### config.mk
export PLATFORM = sky130hd
export DESIGN_NAME = base64_stream_decoder_unit
export DESIGN_NICKNAME = d
export VERILOG_FILES = /design/src/rtl/core/b64sd_pkg.sv /design/src/rtl/core/base64_stream_decoder_unit.sv
export VERILOG_INCLUDE_DIRS = /design/src /design/src/rtl/core
export SDC_FILE = /design/constraint.sdc
export NUM_CORES = 1
export LEC_CHECK = 0
export BUFFER_PORTS_ARGS = -buffer_cell sky130_fd_sc_hd__buf_2
export CAP_MARGIN = 20
export CORE_MARGIN = 10
export CORE_UTILIZATION = 30
export CTS_BUF_LIST = sky130_fd_sc_hd__clkbuf_8
export CTS_CLUSTER_SIZE = 28
export DETAILED_ROUTE_END_ITERATION = 7
export PLACE_DENSITY = 0.53
export SYNTH_ARGS = -nofsm -noshare
export SYNTH_HDL_FRONTEND = slang
export SYNTH_SLANG_ARGS = --single-unit
### constraint.sdc
create_clock -name clk -period 6.8 [get_ports clk]
set_input_delay 1.36 -clock clk [delete_from_list [all_inputs] [get_ports clk]]
set_output_delay 1.36 -clock clk [all_outputs]
set_load 0.01 [all_outputs]
### src/rtl/core/base64_stream_decoder_unit_defines.svh
// ---------------------------------------------------------------------------
// Assertion macros shared by the decoder RTL
// ---------------------------------------------------------------------------
`ifndef BASE64_STREAM_DECODER_UNIT_DEFINES_SVH
`define BASE64_STREAM_DECODER_UNIT_DEFINES_SVH

// Same-cycle implication, disabled while in reset
`define B64SD_ASSERT_NOW(label, ante, cons, msg) \
    label: assert property (@(posedge clk) disable iff (!rst_n) (ante) |-> (cons)) \
        else $error(msg);

// Next-cycle implication, disabled while in reset
`define B64SD_ASSERT_NEXT(label, ante, cons, msg) \
    label: assert property (@(posedge clk) disable iff (!rst_n) (ante) |=> (cons)) \
        else $error(msg);

`endif

### src/rtl/core/b64sd_pkg.sv
// ---------------------------------------------------------------------------
// b64sd_pkg
// Types, constants and the alphabet lookup for the base64 stream decoder.
// ---------------------------------------------------------------------------
`default_nettype none

package b64sd_pkg;

    localparam int COUNT_BITS = 32;
    localparam int CHAR_BITS  = 8;
    localparam int BYTE_BITS  = 8;
    localparam int SEXT_BITS  = 6;
    localparam int OUT_COUNT_BITS = 32;

    localparam logic [COUNT_BITS-1:0] COUNT_MAX = {COUNT_BITS{1'b1}};

    localparam logic [CHAR_BITS-1:0] CHAR_PAD      = 8'h3D; // '='
    localparam logic [CHAR_BITS-1:0] CHAR_SPACE    = 8'h20;
    localparam logic [CHAR_BITS-1:0] CHAR_TAB      = 8'h09;
    localparam logic [CHAR_BITS-1:0] CHAR_CR       = 8'h0D;
    localparam logic [CHAR_BITS-1:0] CHAR_PLUS     = 8'h2B;
    localparam logic [CHAR_BITS-1:0] CHAR_SLASH    = 8'h2F;
    localparam logic [CHAR_BITS-1:0] CHAR_DIGIT_LO = 8'h30;
    localparam logic [CHAR_BITS-1:0] CHAR_DIGIT_HI = 8'h39;
    localparam logic [CHAR_BITS-1:0] CHAR_UPPER_LO = 8'h41;
    localparam logic [CHAR_BITS-1:0] CHAR_UPPER_HI = 8'h5A;
    localparam logic [CHAR_BITS-1:0] CHAR_LOWER_LO = 8'h61;
    localparam logic [CHAR_BITS-1:0] CHAR_LOWER_HI = 8'h7A;

    localparam logic [SEXT_BITS-1:0] SEXT_PLUS  = 6'd62;
    localparam logic [SEXT_BITS-1:0] SEXT_SLASH = 6'd63;

    localparam logic [SEXT_BITS-1:0] LOW4_MASK = 6'h0F;
    localparam logic [SEXT_BITS-1:0] LOW2_MASK = 6'h03;

    typedef enum logic [1:0] {
        KIND_DATA = 2'd0,
        KIND_OK   = 2'd1,
        KIND_ERR  = 2'd2
    } kind_t;

    typedef enum logic [1:0] {
        MODE_DATA    = 2'd0,
        MODE_ONE_PAD = 2'd1,
        MODE_PADDED  = 2'd2
    } mode_t;

    typedef struct packed {
        logic                 ok;
        logic [SEXT_BITS-1:0] value;
    } sextet_t;

    function automatic logic is_white(input logic [CHAR_BITS-1:0] c);
        return (c == CHAR_SPACE) || (c >= CHAR_TAB && c <= CHAR_CR);
    endfunction

    // Map one alphabet character to its six-bit value
    function automatic sextet_t sextet_of(input logic [CHAR_BITS-1:0] c);
        sextet_t s;
        s.ok    = 1'b1;
        s.value = '0;
        if (c >= CHAR_UPPER_LO && c <= CHAR_UPPER_HI)
        begin
            s.value = SEXT_BITS'(c - CHAR_UPPER_LO);
        end
        else if (c >= CHAR_LOWER_LO && c <= CHAR_LOWER_HI)
        begin
            s.value = SEXT_BITS'(c - CHAR_LOWER_LO + 8'd26);
        end
        else if (c >= CHAR_DIGIT_LO && c <= CHAR_DIGIT_HI)
        begin
            s.value = SEXT_BITS'(c - CHAR_DIGIT_LO + 8'd52);
        end
        else if (c == CHAR_PLUS)
        begin
            s.value = SEXT_PLUS;
        end
        else if (c == CHAR_SLASH)
        begin
            s.value = SEXT_SLASH;
        end
        else
        begin
            s.ok = 1'b0;
        end
        return s;
    endfunction

endpackage

`default_nettype wire

### src/rtl/core/base64_stream_decoder_unit.sv
// ---------------------------------------------------------------------------
// base64_stream_decoder_unit
// Streaming base64 decoder: one text character per beat in, decoded bytes
// and an end-of-text verdict with byte count out.
// ---------------------------------------------------------------------------
// Takes one character per clock and keeps that rate indefinitely as long as
// the output side takes its beats. A beat goes through the input register,
// combinational decode logic and the result register, which drives the
// decoded byte onto the output once the output side is free. White
// space, '=' and characters after an error produce no output beat. An
// end-of-text beat (tlast) yields one result beat with ok or error and the
// saturating byte count, and clears the decoder for the next string. Bytes
// are streamed before the verdict, so drop them when the verdict is error.
`default_nettype none

`include "base64_stream_decoder_unit_defines.svh"

module base64_stream_decoder_unit (
    input  wire logic                            clk,
    input  wire logic                            rst_n,
    input  wire logic                            s_axis_tvalid,
    output logic                                 s_axis_tready,
    input  wire logic [b64sd_pkg::CHAR_BITS-1:0] s_axis_tdata,  // [7:0] text_char
    input  wire logic                            s_axis_tlast,  // end_of_text
    output logic                                 m_axis_tvalid,
    input  wire logic                            m_axis_tready,
    output logic [39:0]                          m_axis_tdata,  // [7:0] data_byte,
                                                                // [39:8] decoded_count
    output logic [1:0]                           m_axis_tuser   // [1:0] result_kind
);
    import b64sd_pkg::*;

    // input register
    logic                  in_valid_reg, in_valid_next;
    logic [CHAR_BITS-1:0]  in_char_reg;
    logic                  in_end_reg;

    // decoder state
    logic [1:0]            phase_reg, phase_next;
    logic [BYTE_BITS-1:0]  partial_reg, partial_next;
    mode_t                 mode_reg, mode_next;
    logic                  error_reg, error_next;
    logic [COUNT_BITS-1:0] count_reg, count_next;

    // result register
    logic                      out_valid_reg, out_valid_next;
    kind_t                     out_kind_reg;
    logic [BYTE_BITS-1:0]      out_byte_reg;
    logic [OUT_COUNT_BITS-1:0] out_count_reg;

    logic                      out_free;
    logic                      advance;
    logic                      res_valid;
    kind_t                     res_kind;
    logic [BYTE_BITS-1:0]      res_byte;
    logic [OUT_COUNT_BITS-1:0] res_count;
    logic                      bad_end;
    sextet_t                   sext;

    assign out_free      = !out_valid_reg || m_axis_tready;
    assign advance       = in_valid_reg && out_free;
    assign s_axis_tready = !in_valid_reg || out_free;

    assign m_axis_tvalid = out_valid_reg;
    assign m_axis_tdata  = {out_count_reg, out_byte_reg};
    assign m_axis_tuser  = out_kind_reg;

    assign sext = sextet_of(in_char_reg);

    always_comb
    begin
        bad_end = error_reg
                  || (mode_reg == MODE_DATA && phase_reg != 2'd0)
                  || (mode_reg == MODE_ONE_PAD)
                  || (mode_reg == MODE_PADDED && partial_reg != '0);
    end

    // decode step
    always_comb
    begin
        phase_next   = phase_reg;
        partial_next = partial_reg;
        mode_next    = mode_reg;
        error_next   = error_reg;
        count_next   = count_reg;
        res_valid    = 1'b0;
        res_kind     = KIND_DATA;
        res_byte     = '0;
        res_count    = '0;

        if (advance)
        begin
            if (in_end_reg)
            begin
                res_valid    = 1'b1;
                res_kind     = bad_end ? KIND_ERR : KIND_OK;
                res_count    = OUT_COUNT_BITS'(count_reg);
                phase_next   = 2'd0;
                partial_next = '0;
                mode_next    = MODE_DATA;
                error_next   = 1'b0;
                count_next   = '0;
            end
            else if (!error_reg && !is_white(in_char_reg))
            begin
                case (mode_reg)
                    MODE_PADDED:
                    begin
                        error_next = 1'b1;
                    end
                    MODE_ONE_PAD:
                    begin
                        if (in_char_reg == CHAR_PAD)
                        begin
                            mode_next = MODE_PADDED;
                        end
                        else
                        begin
                            error_next = 1'b1;
                        end
                    end
                    default:
                    begin
                        if (in_char_reg == CHAR_PAD)
                        begin
                            if (phase_reg == 2'd2)
                            begin
                                mode_next = MODE_ONE_PAD;
                            end
                            else if (phase_reg == 2'd3)
                            begin
                                mode_next = MODE_PADDED;
                            end
                            else
                            begin
                                error_next = 1'b1;
                            end
                        end
                        else if (!sext.ok)
                        begin
                            error_next = 1'b1;
                        end
                        else
                        begin
                            case (phase_reg)
                                2'd0:
                                begin
                                    partial_next = {sext.value, 2'b00};
                                end
                                2'd1:
                                begin
                                    res_valid    = 1'b1;
                                    res_byte     = partial_reg | BYTE_BITS'(sext.value >> 4);
                                    partial_next = {4'(sext.value & LOW4_MASK), 4'b0000};
                                end
                                2'd2:
                                begin
                                    res_valid    = 1'b1;
                                    res_byte     = partial_reg | BYTE_BITS'(sext.value >> 2);
                                    partial_next = {2'(sext.value & LOW2_MASK), 6'b000000};
                                end
                                default:
                                begin
                                    res_valid    = 1'b1;
                                    res_byte     = partial_reg | BYTE_BITS'(sext.value);
                                    partial_next = '0;
                                end
                            endcase
                            phase_next = phase_reg + 2'd1;
                            if (res_valid && count_reg != COUNT_MAX)
                            begin
                                count_next = count_reg + 1'b1;
                            end
                        end
                    end
                endcase
            end
        end
    end

    always_comb
    begin
        in_valid_next = in_valid_reg;
        if (s_axis_tready)
        begin
            in_valid_next = s_axis_tvalid;
        end
        out_valid_next = out_valid_reg;
        if (out_free)
        begin
            out_valid_next = res_valid;
        end
    end

    always_ff @(posedge clk or negedge rst_n)
    begin
        if (!rst_n)
        begin
            in_valid_reg  <= 1'b0;
            out_valid_reg <= 1'b0;
            phase_reg     <= 2'd0;
            partial_reg   <= '0;
            mode_reg      <= MODE_DATA;
            error_reg     <= 1'b0;
            count_reg     <= '0;
        end
        else
        begin
            in_valid_reg  <= in_valid_next;
            out_valid_reg <= out_valid_next;
            phase_reg     <= phase_next;
            partial_reg   <= partial_next;
            mode_reg      <= mode_next;
            error_reg     <= error_next;
            count_reg     <= count_next;
        end
    end

    // payload registers
    always_ff @(posedge clk)
    begin
        if (s_axis_tready && s_axis_tvalid)
        begin
            in_char_reg <= s_axis_tdata;
            in_end_reg  <= s_axis_tlast;
        end
        if (res_valid)
        begin
            out_kind_reg  <= res_kind;
            out_byte_reg  <= res_byte;
            out_count_reg <= res_count;
        end
    end

    `B64SD_ASSERT_NEXT(a_end_clears_state, advance && in_end_reg,
        phase_reg == 2'd0 && mode_reg == MODE_DATA && !error_reg && count_reg == '0,
        "decoder state not cleared after end of text")

    `B64SD_ASSERT_NOW(a_one_pad_phase, mode_reg == MODE_ONE_PAD, phase_reg == 2'd2,
        "single pad pending outside third quartet position")

    `B64SD_ASSERT_NEXT(a_error_sticky, error_reg && !(advance && in_end_reg), error_reg,
        "error flag dropped before end of text")

    `B64SD_ASSERT_NOW(a_data_count_zero, out_valid_reg && out_kind_reg == KIND_DATA,
        out_count_reg == '0,
        "data result carries a nonzero count")

endmodule

`default_nettype wire

==> parameters.txt <==
Parameter                              Value

Cells and area
  Reg area    2660 um2
  Antenna cells    0
  Synthesis-to-finish area growth    12.8%
  Number of nets at the end of the flow    557
  Non-filler instance count after layout    751
  Post-layout util    34.8%
  Ratio of cells with drive above 1 in the final layout    17.9%
  Fill count    1713
  Area of all placed cells without fillers    5830 um2
  Area of the multi-input gates    2340 um2

Floorplan
  Core footprint    16800 um2
  Area enclosed by the die boundary    22900 um2
  Number of standard-cell rows in the floorplan    47
  Floorplan die height    151 um
  Number of top-level pins    57
  Die boundary width    151 um
  Initial standard-cell utilization of the core    30.8%

Timing
  Setup Viol. Count Final    0
  Worst slew margin relative to its limit    36.1%
  Final Hold Vio Count    0
  Period minus WS final    3800 ps
  Final max-slew violation count    0
  Final-layout worst hold slack    535 ps
  Post-route clock skew    20.1 ps
  Fraction of the cycle the final worst path needs    55.8%
  Accumulated negative setup slack    0 ps
  Setup repair after global routing missed its margin    false
  Transition time of the tightest slew-check pin    956 ps
  Top achievable clock speed    0.263 GHz

Drt
  Antenna-violating nets left    0
  Average wire length per cell after detail routing    15.7 um
  Post-detailed-routing wire length    11800 um
  Number of vias in the routed layout    3823
  Number of DRC violations after detailed-routing iteration 0    223
  DRC errors left    0
  Drt via density    5.09
  1st-pass router iterations    6

Synthesis
  Share of the synthesized area in the top cell type    29.6%
  Number of library cell types mapped by synthesis    68
  Net count after synthesis    508
  Leading cell types by count after synthesis    sky130_fd_sc_hd__edfxtp_1, sky130_fd_sc_hd__dfrtp_1, sky130_fd_sc_hd__a21oi_1, sky130_fd_sc_hd__o21ai_0
  Synthesized area per cell    10.8 um2
  Most frequent cell after synthesis    sky130_fd_sc_hd__edfxtp_1
  Number of enable flip-flop cells after synthesis    51
  Primary FF master, synth    sky130_fd_sc_hd__edfxtp_1
  Biggest area contributors in the synthesized netlist    sky130_fd_sc_hd__edfxtp_1, sky130_fd_sc_hd__dfrtp_1, sky130_fd_sc_hd__ha_1
  Sequential element share of the synthesized area    51.4%
  Count of state elements after synthesis    96
  Number of warnings issued by yosys    0
  Synth area leader    sky130_fd_sc_hd__edfxtp_1
  Synthesized area    5170 um2
  Ys async rst share    46.9%
  Cell count after synthesis    477

Power
  Leak    2.22 nW
  Combinational group share of total power    22.3%
  Sw Ratio    32.2%
  Reg power frac    52.2%
  Internal power    0.915 mW
  Power per Cell Area    232 nW/um2
  VDD IR-drop max    0.000140 V
  Clk network pwr share    25.5%
  Switching Power    0.435 mW

Global route
  Grt met1 use    12.1%
  Overflow left after global routing    0
  Maximum number of pins on one net before global-route repair    55
  Busiest metal layer after global routing    met2
  Number of antenna violations at the first check in global routing    0
  Via count of the first global-routing pass    3877
  Total global routing track utilization    10.6%
  Global-route met3 utilization    3.28%
  Global Route met2 Usage    18.6%
  Wire length of the first global-routing pass    19600 um

Job
  Max-capacitance violation count    0

Placed design
  Half-perimeter wire length after detailed placement    8470 um
  Final RePlAce weighted congestion    0.812
  # placed instances    735
  Number of port buffers    56
  Placed standard-cell area    5660 um2

Clock tree
  Post-CTS setup buffer count    0
  Clock insertion delay at the later pin of the skew report    380 ps
  Clk root buf    sky130_fd_sc_hd__clkbuf_8
  Num CTS Buffers    9
  Number of buffers on the longest clock path    2
  Clock transition at the registers of the reported paths    100 ps
  Cts-stage hold buffer count    0
  Htree depth    3
  Clock tree from TritonCTS    done
  Total of cells resized after clock tree synthesis    0
  Num Clock Sinks    96

Setup path
  Crit path capture type    register
  Category of the most critical setup path    reg -> reg
  Arrival time of the worst setup path    3860 ps
  Critical path startpoint category    register
  Required time reported for the critical path endpoint    6860 ps
  Top fanout value on the critical path    25
  Worst reg2reg path depth    9

Min path
  Worst min-delay path category    reg -> reg
  Cell depth of the worst min-delay path    2

Status
  Run status    completed
## cell type report
type	instances	share of cell area, %
inverter	19	1.22
multi-input combinational	340	40.2
sequential	96	45.6
clock inverter	6	0.644
clock buffer	10	2.36
tap	220	4.72
timing repair buffer	60	5.32
## layout by cell type (no fill, tap or decap), types with 5 or more instances in the layout
cell,instances
sky130_fd_sc_hd__clkbuf_8,10
sky130_fd_sc_hd__and3_1,5
sky130_fd_sc_hd__nand3_1,19
sky130_fd_sc_hd__ha_1,18
sky130_fd_sc_hd__dfrtp_1,45
sky130_fd_sc_hd__nor3_1,11
sky130_fd_sc_hd__buf_2,56
sky130_fd_sc_hd__nand2_1,31
sky130_fd_sc_hd__and2_1,31
sky130_fd_sc_hd__a221oi_1,6
sky130_fd_sc_hd__edfxtp_1,51
sky130_fd_sc_hd__o31ai_1,6
sky130_fd_sc_hd__nor2_1,17
sky130_fd_sc_hd__o21ai_0,32
sky130_fd_sc_hd__a22oi_1,5
sky130_fd_sc_hd__nand2b_1,11
sky130_fd_sc_hd__a21oi_1,33
sky130_fd_sc_hd__or3_1,20
sky130_fd_sc_hd__inv_1,21
sky130_fd_sc_hd__or4_1,9
sky130_fd_sc_hd__a211oi_1,7
## power by group through the flow
stage | sequential, mW | clock [mW] | combinational, mW
2_1_floorplan | 0.725 | 0 | 0.205
3_3_place_gp | 0.717 | 0 | 0.300
3_5_place_dp | 0.719 | 0 | 0.306
4_1_cts | 0.707 | 0.358 | 0.307
5_1_grt | 0.715 | 0.381 | 0.339
6_report | 0.705 | 0.344 | 0.301
## worst paths after layout
kind	slack, ps	end	start
max	3000	out_count_reg[22]	in_char_reg[2]
min	540	mode_reg[0]	mode_reg[0]
max reg2reg	3000	out_count_reg[22]	in_char_reg[2]
min reg2reg	540	mode_reg[0]	mode_reg[0]
max in group asynchronous	5320	count_reg[24]	rst_n
min in group asynchronous	1070	count_reg[11]	rst_n
## through the flow
stage / total power [mW] / worst slack, ps
after floorplan: 0.930 / 919
after global placement: 1.02 / 2860
after detailed placement: 1.03 / 2800
after CTS: 1.37 / 2990
after global routing: 1.44 / 2670
final: 1.35 / 3000
## layer usage
layer,up-vias,part of all wire [%]
met5,-,0
met4,0,1.2
met3,13,4.9
met2,61,51
met1,1866,43
li1,1883,-
## kinds of logic (layout without fill, tap and decap cells)
family | count (synthesis) | in the layout | share of synthesized area [%]
AO/OA/AOI/OAI | 128 | 128 | 18.2
XOR/XNOR | 6 | 6 | 1.02
adder cells (fa/ha/maj) | 18 | 18 | 4.36
buffers and inverters | 41 | 95 | 3.51
flip-flops | 96 | 96 | 51.4
multiplexers | 5 | 5 | 1.04
AND/OR/NAND/NOR | 183 | 183 | 20.4
## worst max-delay path, stage by stage (launching register included)
cell and delay, ps:
sky130_fd_sc_hd__edfxtp_1 550, sky130_fd_sc_hd__inv_1 180, sky130_fd_sc_hd__ha_1 340, sky130_fd_sc_hd__a21oi_1 160, sky130_fd_sc_hd__nor2b_1 100, sky130_fd_sc_hd__a311oi_1 520, sky130_fd_sc_hd__o21ai_0 230, sky130_fd_sc_hd__or2_1 320
sky130_fd_sc_hd__o21ai_4 700, sky130_fd_sc_hd__buf_4 380
Note: power is estimated with default switching activity, not from simulation.
